==> src/sv/lsmp_pkg.sv <==
// Shared types and constants for the linear sieve block.
// Used by lsmp_core and linear_sieve_min_prime_power; no dependencies.
package lsmp_pkg;

  localparam int MAX_N      = 65535;
  localparam int MAX_PRIMES = 8192;
  localparam int NUM_W      = 16;
  localparam int PIDX_W     = $clog2(MAX_PRIMES);
  localparam int PCNT_W     = 14;
  localparam int ENT_W      = 2 * NUM_W;

  localparam logic [1:0] CMD_BUILD = 2'd0;
  localparam logic [1:0] CMD_NUM   = 2'd1;
  localparam logic [1:0] CMD_PRIME = 2'd2;

  localparam logic [1:0] STAT_BUILD = 2'd0;
  localparam logic [1:0] STAT_NUM   = 2'd1;
  localparam logic [1:0] STAT_PRIME = 2'd2;
  localparam logic [1:0] STAT_ERR   = 2'd3;

  typedef enum logic [3:0] {
    S_IDLE,
    S_CLEAR,
    S_RD_I,
    S_CHK_I,
    S_RD_P,
    S_MUL,
    S_WR,
    S_DONE,
    S_Q_NUM,
    S_Q_PRM
  } state_t;

  typedef struct packed {
    logic              we;
    logic [NUM_W-1:0]  waddr;
    logic [ENT_W-1:0]  wdata;
    logic [NUM_W-1:0]  raddr;
  } num_req_t;

  typedef struct packed {
    logic              we;
    logic [PIDX_W-1:0] waddr;
    logic [NUM_W-1:0]  wdata;
    logic [PIDX_W-1:0] raddr;
  } prm_req_t;

  typedef struct packed {
    logic              vld;
    logic [1:0]        status;
    logic [NUM_W-1:0]  min_factor;
    logic [NUM_W-1:0]  min_power;
    logic              is_prime;
    logic [NUM_W-1:0]  prime_value;
    logic [PCNT_W-1:0] prime_count;
  } res_t;

endpackage

==> src/sv/lsmp_core.sv <==
// Sieve sequencer and query logic: clears and fills the number table, keeps the
// prime list and answers queries. Depends on lsmp_pkg; memories sit outside.
module lsmp_core (
  input  logic                     clk,
  input  logic                     rst_n,
  input  logic                     start,
  output logic                     busy,
  input  logic [1:0]               in_command,
  input  logic [lsmp_pkg::NUM_W-1:0] in_index,
  input  logic                     cfg_we,
  input  logic [lsmp_pkg::NUM_W-1:0] cfg_wdata,
  output lsmp_pkg::num_req_t       num_req,
  input  logic [lsmp_pkg::ENT_W-1:0] num_rdata,
  output lsmp_pkg::prm_req_t       prm_req,
  input  logic [lsmp_pkg::NUM_W-1:0] prm_rdata,
  output lsmp_pkg::res_t           res
);
  import lsmp_pkg::*;

  state_t            state_r, state_nxt;
  logic [NUM_W-1:0]  limit_r, limit_nxt;
  logic [NUM_W-1:0]  top_r, top_nxt;
  logic [NUM_W-1:0]  addr_r, addr_nxt;
  logic [NUM_W-1:0]  i_r, i_nxt;
  logic [PCNT_W-1:0] j_r, j_nxt;
  logic [PCNT_W-1:0] pf_r, pf_nxt;
  logic [NUM_W-1:0]  f_r, f_nxt;
  logic [NUM_W-1:0]  pw_r, pw_nxt;
  logic [NUM_W-1:0]  q_r, q_nxt;
  logic [ENT_W-1:0]  t_r, t_nxt;
  logic [NUM_W-1:0]  pp_r, pp_nxt;
  logic              built_r, built_nxt;
  logic [NUM_W-1:0]  blim_r, blim_nxt;
  logic [NUM_W-1:0]  qidx_r, qidx_nxt;

  logic              accept;
  logic              num_ok;
  logic              prm_ok;
  logic [NUM_W-1:0]  top_clamp;
  logic [NUM_W-1:0]  rd_f;
  logic [NUM_W-1:0]  rd_pw;
  logic              t_over;
  logic              hit;

  assign busy      = (state_r != S_IDLE);
  assign accept    = start && !busy;
  assign num_ok    = built_r && (in_index != '0) && (in_index <= blim_r);
  assign prm_ok    = built_r && (in_index != '0) && (in_index <= {2'b00, pf_r});
  assign top_clamp = (32'(limit_r) > MAX_N) ? NUM_W'(MAX_N) : limit_r;
  assign rd_f      = num_rdata[ENT_W-1:NUM_W];
  assign rd_pw     = num_rdata[NUM_W-1:0];
  assign t_over    = (t_r > ENT_W'(top_r));
  assign hit       = (q_r == f_r);

  always_comb begin
    state_nxt = state_r;
    case (state_r)
      S_IDLE: begin
        if (accept) begin
          case (in_command)
            CMD_BUILD: state_nxt = S_CLEAR;
            CMD_NUM:   state_nxt = num_ok ? S_Q_NUM : S_IDLE;
            CMD_PRIME: state_nxt = prm_ok ? S_Q_PRM : S_IDLE;
            default:   state_nxt = S_IDLE;
          endcase
        end
      end
      S_CLEAR: begin
        if (addr_r == top_r) begin
          state_nxt = (top_r >= NUM_W'(2)) ? S_RD_I : S_DONE;
        end
      end
      S_RD_I: state_nxt = S_CHK_I;
      S_CHK_I: begin
        if (rd_f == '0 && 32'(pf_r) >= MAX_PRIMES) begin
          state_nxt = S_DONE;
        end else begin
          state_nxt = S_RD_P;
        end
      end
      S_RD_P: begin
        if (j_r < pf_r) begin
          state_nxt = S_MUL;
        end else begin
          state_nxt = (i_r == top_r) ? S_DONE : S_RD_I;
        end
      end
      S_MUL: state_nxt = S_WR;
      S_WR: begin
        if (t_over || hit) begin
          state_nxt = (i_r == top_r) ? S_DONE : S_RD_I;
        end else begin
          state_nxt = S_RD_P;
        end
      end
      S_DONE:  state_nxt = S_IDLE;
      S_Q_NUM: state_nxt = S_IDLE;
      S_Q_PRM: state_nxt = S_IDLE;
      default: state_nxt = S_IDLE;
    endcase
  end

  always_comb begin
    limit_nxt = cfg_we ? cfg_wdata : limit_r;
    top_nxt   = top_r;
    addr_nxt  = addr_r;
    i_nxt     = i_r;
    j_nxt     = j_r;
    pf_nxt    = pf_r;
    f_nxt     = f_r;
    pw_nxt    = pw_r;
    q_nxt     = q_r;
    t_nxt     = t_r;
    pp_nxt    = pp_r;
    built_nxt = built_r;
    blim_nxt  = blim_r;
    qidx_nxt  = qidx_r;

    num_req       = '0;
    prm_req       = '0;
    res           = '0;
    res.prime_count = pf_r;

    case (state_r)
      S_IDLE: begin
        qidx_nxt      = in_index;
        num_req.raddr = in_index;
        prm_req.raddr = PIDX_W'(in_index - NUM_W'(1));
        if (accept) begin
          case (in_command)
            CMD_BUILD: begin
              top_nxt  = top_clamp;
              addr_nxt = '0;
              pf_nxt   = '0;
              i_nxt    = NUM_W'(2);
            end
            CMD_NUM: begin
              res.vld    = !num_ok;
              res.status = STAT_ERR;
            end
            CMD_PRIME: begin
              res.vld    = !prm_ok;
              res.status = STAT_ERR;
            end
            default: begin
              res.vld    = 1'b1;
              res.status = STAT_ERR;
            end
          endcase
        end
      end
      S_CLEAR: begin
        num_req.we    = 1'b1;
        num_req.waddr = addr_r;
        num_req.wdata = (addr_r == NUM_W'(1)) ? {NUM_W'(1), NUM_W'(1)} : '0;
        addr_nxt      = addr_r + NUM_W'(1);
      end
      S_RD_I: begin
        num_req.raddr = i_r;
      end
      S_CHK_I: begin
        j_nxt = '0;
        if (rd_f == '0) begin
          if (32'(pf_r) >= MAX_PRIMES) begin
            top_nxt = i_r - NUM_W'(1);
          end else begin
            num_req.we    = 1'b1;
            num_req.waddr = i_r;
            num_req.wdata = {i_r, i_r};
            prm_req.we    = 1'b1;
            prm_req.waddr = pf_r[PIDX_W-1:0];
            prm_req.wdata = i_r;
            pf_nxt        = pf_r + PCNT_W'(1);
            f_nxt         = i_r;
            pw_nxt        = i_r;
          end
        end else begin
          f_nxt  = rd_f;
          pw_nxt = rd_pw;
        end
      end
      S_RD_P: begin
        prm_req.raddr = j_r[PIDX_W-1:0];
        if (j_r >= pf_r) begin
          i_nxt = i_r + NUM_W'(1);
        end
      end
      S_MUL: begin
        q_nxt  = prm_rdata;
        t_nxt  = ENT_W'(i_r) * ENT_W'(prm_rdata);
        pp_nxt = NUM_W'(pw_r * prm_rdata);
      end
      S_WR: begin
        if (t_over) begin
          i_nxt = i_r + NUM_W'(1);
        end else begin
          num_req.we    = 1'b1;
          num_req.waddr = t_r[NUM_W-1:0];
          num_req.wdata = {q_r, hit ? pp_r : q_r};
          if (hit) begin
            i_nxt = i_r + NUM_W'(1);
          end else begin
            j_nxt = j_r + PCNT_W'(1);
          end
        end
      end
      S_DONE: begin
        built_nxt  = 1'b1;
        blim_nxt   = top_r;
        res.vld    = 1'b1;
        res.status = STAT_BUILD;
      end
      S_Q_NUM: begin
        res.vld        = 1'b1;
        res.status     = STAT_NUM;
        res.min_factor = rd_f;
        res.min_power  = rd_pw;
        res.is_prime   = (qidx_r > NUM_W'(1)) && (rd_f == qidx_r);
      end
      S_Q_PRM: begin
        res.vld         = 1'b1;
        res.status      = STAT_PRIME;
        res.prime_value = prm_rdata;
      end
      default: begin
        res.vld = 1'b0;
      end
    endcase
  end

  always_ff @(posedge clk) begin
    if (!rst_n) begin
      state_r <= S_IDLE;
      limit_r <= NUM_W'(MAX_N);
      pf_r    <= '0;
      built_r <= 1'b0;
      blim_r  <= '0;
      top_r   <= '0;
      addr_r  <= '0;
      i_r     <= '0;
      j_r     <= '0;
    end else begin
      state_r <= state_nxt;
      limit_r <= limit_nxt;
      pf_r    <= pf_nxt;
      built_r <= built_nxt;
      blim_r  <= blim_nxt;
      top_r   <= top_nxt;
      addr_r  <= addr_nxt;
      i_r     <= i_nxt;
      j_r     <= j_nxt;
    end
  end

  always_ff @(posedge clk) begin
    f_r    <= f_nxt;
    pw_r   <= pw_nxt;
    q_r    <= q_nxt;
    t_r    <= t_nxt;
    pp_r   <= pp_nxt;
    qidx_r <= qidx_nxt;
  end

endmodule

==> config.mk <==
export PLATFORM = sky130hd
export DESIGN_NAME = lsmp_core
export DESIGN_NICKNAME = d
export VERILOG_FILES = /design/src/sv/lsmp_pkg.sv /design/src/sv/lsmp_core.sv
export SDC_FILE = /design/constraint.sdc
export NUM_CORES = 2
export LEC_CHECK = 0
export BUFFER_PORTS_ARGS = -buffer_cell sky130_fd_sc_hd__buf_2
export CORE_MARGIN = 4
export CORE_UTILIZATION = 45
export DETAILED_ROUTE_END_ITERATION = 6
export MAX_ROUTING_LAYER = met4
export SETUP_SLACK_MARGIN = 0.02
export SLEW_MARGIN = 20
export SYNTH_ARGS = -nofsm -noshare
export SYNTH_HDL_FRONTEND = slang
export SYNTH_SLANG_ARGS = --single-unit
==> constraint.sdc <==
create_clock -name clk -period 8.35 [get_ports clk]
set_clock_uncertainty 0.1 [all_clocks]
set_input_delay 0.4175 -clock clk [delete_from_list [all_inputs] [get_ports clk]]
set_output_delay 0.4175 -clock clk [all_outputs]
set_load 0.02 [all_outputs]
==> flow_metrics.tcl <==
set metrics [dict create \
    seq_area_frac_synth 0.220 \
    core_um2 56300 \
    crit_arrival_ns 6.87 \
    rsz0062_at_grt "false" \
    die_w_um 246 \
    cp_max_fo 19 \
    routed_wirelength_um 82700 \
    path_clk_slew_ns 0.07 \
    post-dp-hpwl_um 62900 \
    critPathCaptureType "register" \
    p_leak_uw 0.0134 \
    synth-edff-count 112 \
    port_buffers 260 \
    layout_common_cells "inv_1, nand2_1, fa_1, and2_1, buf_2" \
    grt_max_degree 66 \
    cpMaxStageDelayCell "dfxtp_1" \
    cts_buffers 29 \
    postSynthAreaPerCell_um2 8.91 \
    detail_route.iter0.violations 1531 \
    yosysWarnings 0 \
    met1_usage 0.355 \
    layout-drive-gt1-share 0.126 \
    route.vias.total 21300 \
    synthAdderAreaFrac 0.323 \
    synth-seq-cells 225 \
    critPathLaunchType "register" \
    grt.overflow.total 0 \
    grt_busiest_layer "met2" \
    syn-instance-count 2868 \
    min_to "pw_r[11]" \
    drc 0 \
    worstPathRequired_ns 8.58 \
    rows 87 \
    setup_viol 0 \
    cts_max_level 1 \
    layout.nets 3614 \
    r2r_end "t_r[25]" \
    yosysTopAreaCellShare 0.215 \
    crit_top_cell "fa_1" \
    syn_nets 3449 \
    yosys-top-cells-area "fa_1, edfxtp_1, ha_1, dfxtp_1, and2_1" \
    worst-r2r-setup-slack_ns 1.71 \
    outcome "complete, no violations" \
    slew_viol_final 0 \
    worstSetupPathType "reg -> reg" \
    grtUsageMet3 0.0372 \
    worstMarginPinSlew_ns 0.930 \
    start_util 0.454 \
    rr_startpoint "i_r[7]" \
    p_per_area_nw_per_um2 131 \
    period_needed_ns 6.64 \
    fin_setup_tns_ns 0 \
    min-delay-start "num_rdata[11]" \
    maxCapViolCount 0 \
    path_cells "buf_4 -> nand2_1 -> fa_1 -> inv_1 -> fa_1 -> inv_1 -> fa_1 -> inv_1 -> fa_1 -> fa_1 -> inv_1 -> fa_1 -> inv_1 -> ha_1 -> nand2_1 -> a21oi_1 -> a211oi_1 -> buf_4 -> a41oi_1 -> a211o_1 -> a21oi_1 -> xnor2_1" \
    synth_top_family_by_area "adder cells" \
    maxSlewHeadroom 0.380 \
    clock_path_buffers 3 \
    regArea_um2 5630 \
    worst_path_largest_cell_delay_ns 0.92 \
    holdPathStages 2 \
    ant_nets 0 \
    grtUsageTotal 0.280 \
    synth_simple_gate_area_frac 0.193 \
    die_area_um2 60700 \
    ys_types 66 \
    min_period_over_period 0.795 \
    area_delta_synth_final_pct 12.1 \
    multiInputGateArea_um2 17800 \
    hold_viol 0 \
    reg2regPathDepth 22 \
    clk-insertion-delay-late_ns 0.59 \
    irDropWorstVdd_mv 0.156 \
    final_common_cell "inv_1" \
    synth.area.mux_share 0.0215 \
    preCtsSetupSlack_ns 1.74 \
    fp.dieH_um 246 \
    wire_per_inst_um 21.7 \
    clock.fmax_mhz 151 \
    grt_pass1_vias 21800 \
    antenna_found_initial 3 \
    syn_area_um2 25600 \
    min_path_type "in -> reg" \
    post_cts_buffers 0 \
    cts_resized 0 \
    root_buffer "clkbuf_16" \
    synth-compound-area-share 0.0966 \
    synth_top_area_cell "fa_1" \
    vias_per_cell 5.59 \
    ios 261 \
    first_pass_iters 5 \
    fillers 5371 \
    clock_sinks 225 \
    crit_buf_inv 7 \
    synth_ff_type "dfxtp_1" \
    cts_tree "done" \
    synth_xor_area_frac 0.0593 \
    synthArstFlopShare 0 \
    grt_use_met2 0.470 \
    crit_family "adder cells" \
    setup_slack_ns 1.71 \
    finalWeightedCongestion 0.951 \
    grt_pass1_wl_um 128000 \
]
==> Yosys cell counts, types with 9 or more instances <==
cell	count
a22o_1	14
nand3_1	39
and3_1	20
a21o_1	46
or3_1	31
edfxtp_1	112
buf_2	11
xor2_1	57
nand4_1	31
dfxtp_1	113
or4_1	17
a31oi_1	13
nand2_1	343
nor2b_1	13
mux2_2	16
nor3_1	33
xnor2_1	116
o21bai_1	18
a221o_1	17
ha_1	221
clkbuf_1	147
a211oi_1	21
o21ai_0	63
a21oi_1	105
nor2_1	115
nor4_1	38
o41ai_1	9
fa_1	274
o31ai_1	14
inv_1	404
mux2i_1	37
buf_1	16
and2_1	264
==> area by class of cell <==
| type | instances | share of cell area |
|---|---|---|
| multi-input combinational | 2063 | 0.621 |
| tap | 756 | 0.0330 |
| timing repair buffer | 310 | 0.0600 |
| antenna | 1 | 0.0000874 |
| sequential | 225 | 0.196 |
| clock inverter | 13 | 0.00511 |
| clock buffer | 41 | 0.0309 |
| inverter | 404 | 0.0530 |
==> layer usage <==
| metal | part of all wire | up-vias |
|---|---|---|
| met1 | 0.41 | 10700 |
| met5 | 0 | - |
| met3 | 0.064 | 155 |
| met4 | 0.034 | 0 |
| met2 | 0.49 | 770 |
| li1 | - | 9713 |
==> state kept, by name, indices dropped and copies added (netlist names) <==
register  count
qidx_r       16
f_r          16
pw_r         16
built_r       1
limit_r      16
state_r       4
j_r          14
pf_r         14
i_r          16
top_r        16
blim_r       16
q_r          16
addr_r       16
t_r          32
pp_r         16
==> metrics by stage <==
step / instance area, um^2 / util / total power (uW) / cells / hold WS, ns
after floorplan: 25600 / - / 2100 / 2868 / 0.334
after global placement: 27400 / 0.487 / 2400 / 3741 / 0.349
after detailed placement: 27400 / 0.487 / 2420 / 3741 / 0.350
after CTS: 28600 / 0.509 / 3790 / 3812 / 0.0410
after global routing: 28600 / 0.509 / 3960 / 3812 / 0.0559
final: 28600 / 0.509 / 3760 / 3813 / 0.0666
==> kinds of logic after synthesis <==
logic type / after synthesis
simple gates: 972
buf+inv: 580
fa+ha+maj: 495
compound gates: 370
flops: 225
xor+xnor: 173
mux: 53
==> worst reg2reg max path, delay by kind of cell (launching register included) <==
family                   cells  cell delay (ns)
adder cells (fa/ha/maj)      7             3.34
AO/OA/AOI/OAI                5             1.00
flip-flops                   1             0.92
buffers and inverters        7             0.77
AND/OR/NAND/NOR              2             0.20
XOR/XNOR                     1             0.08
==> power by group <==
| part | switching [uW] | internal, uW |
|---|---|---|
| clock network | 545 | 805 |
| logic | 677 | 475 |
| registers | 35.8 | 1220 |
==> worst max path at each step <==
stage	cells after the start	slack, ns	to	start
3_3_place_gp	22	1.84	t_r[25]	i_r[7]
6_report	22	1.71	t_r[25]	i_r[7]
5_1_grt	22	1.38	t_r[25]	i_r[7]
4_1_cts	22	1.72	t_r[25]	i_r[7]
3_5_place_dp	22	1.74	t_r[25]	i_r[7]
2_1_floorplan	20	2.11	t_r[25]	i_r[11]
==> timing repair <==
item                                   4_1_cts  5_1_grt
setup endpoints to repair                    0        0
endpoints found under the hold margin       17        0
hold buffers                                17        0
(Power assumes the default switching activity.)
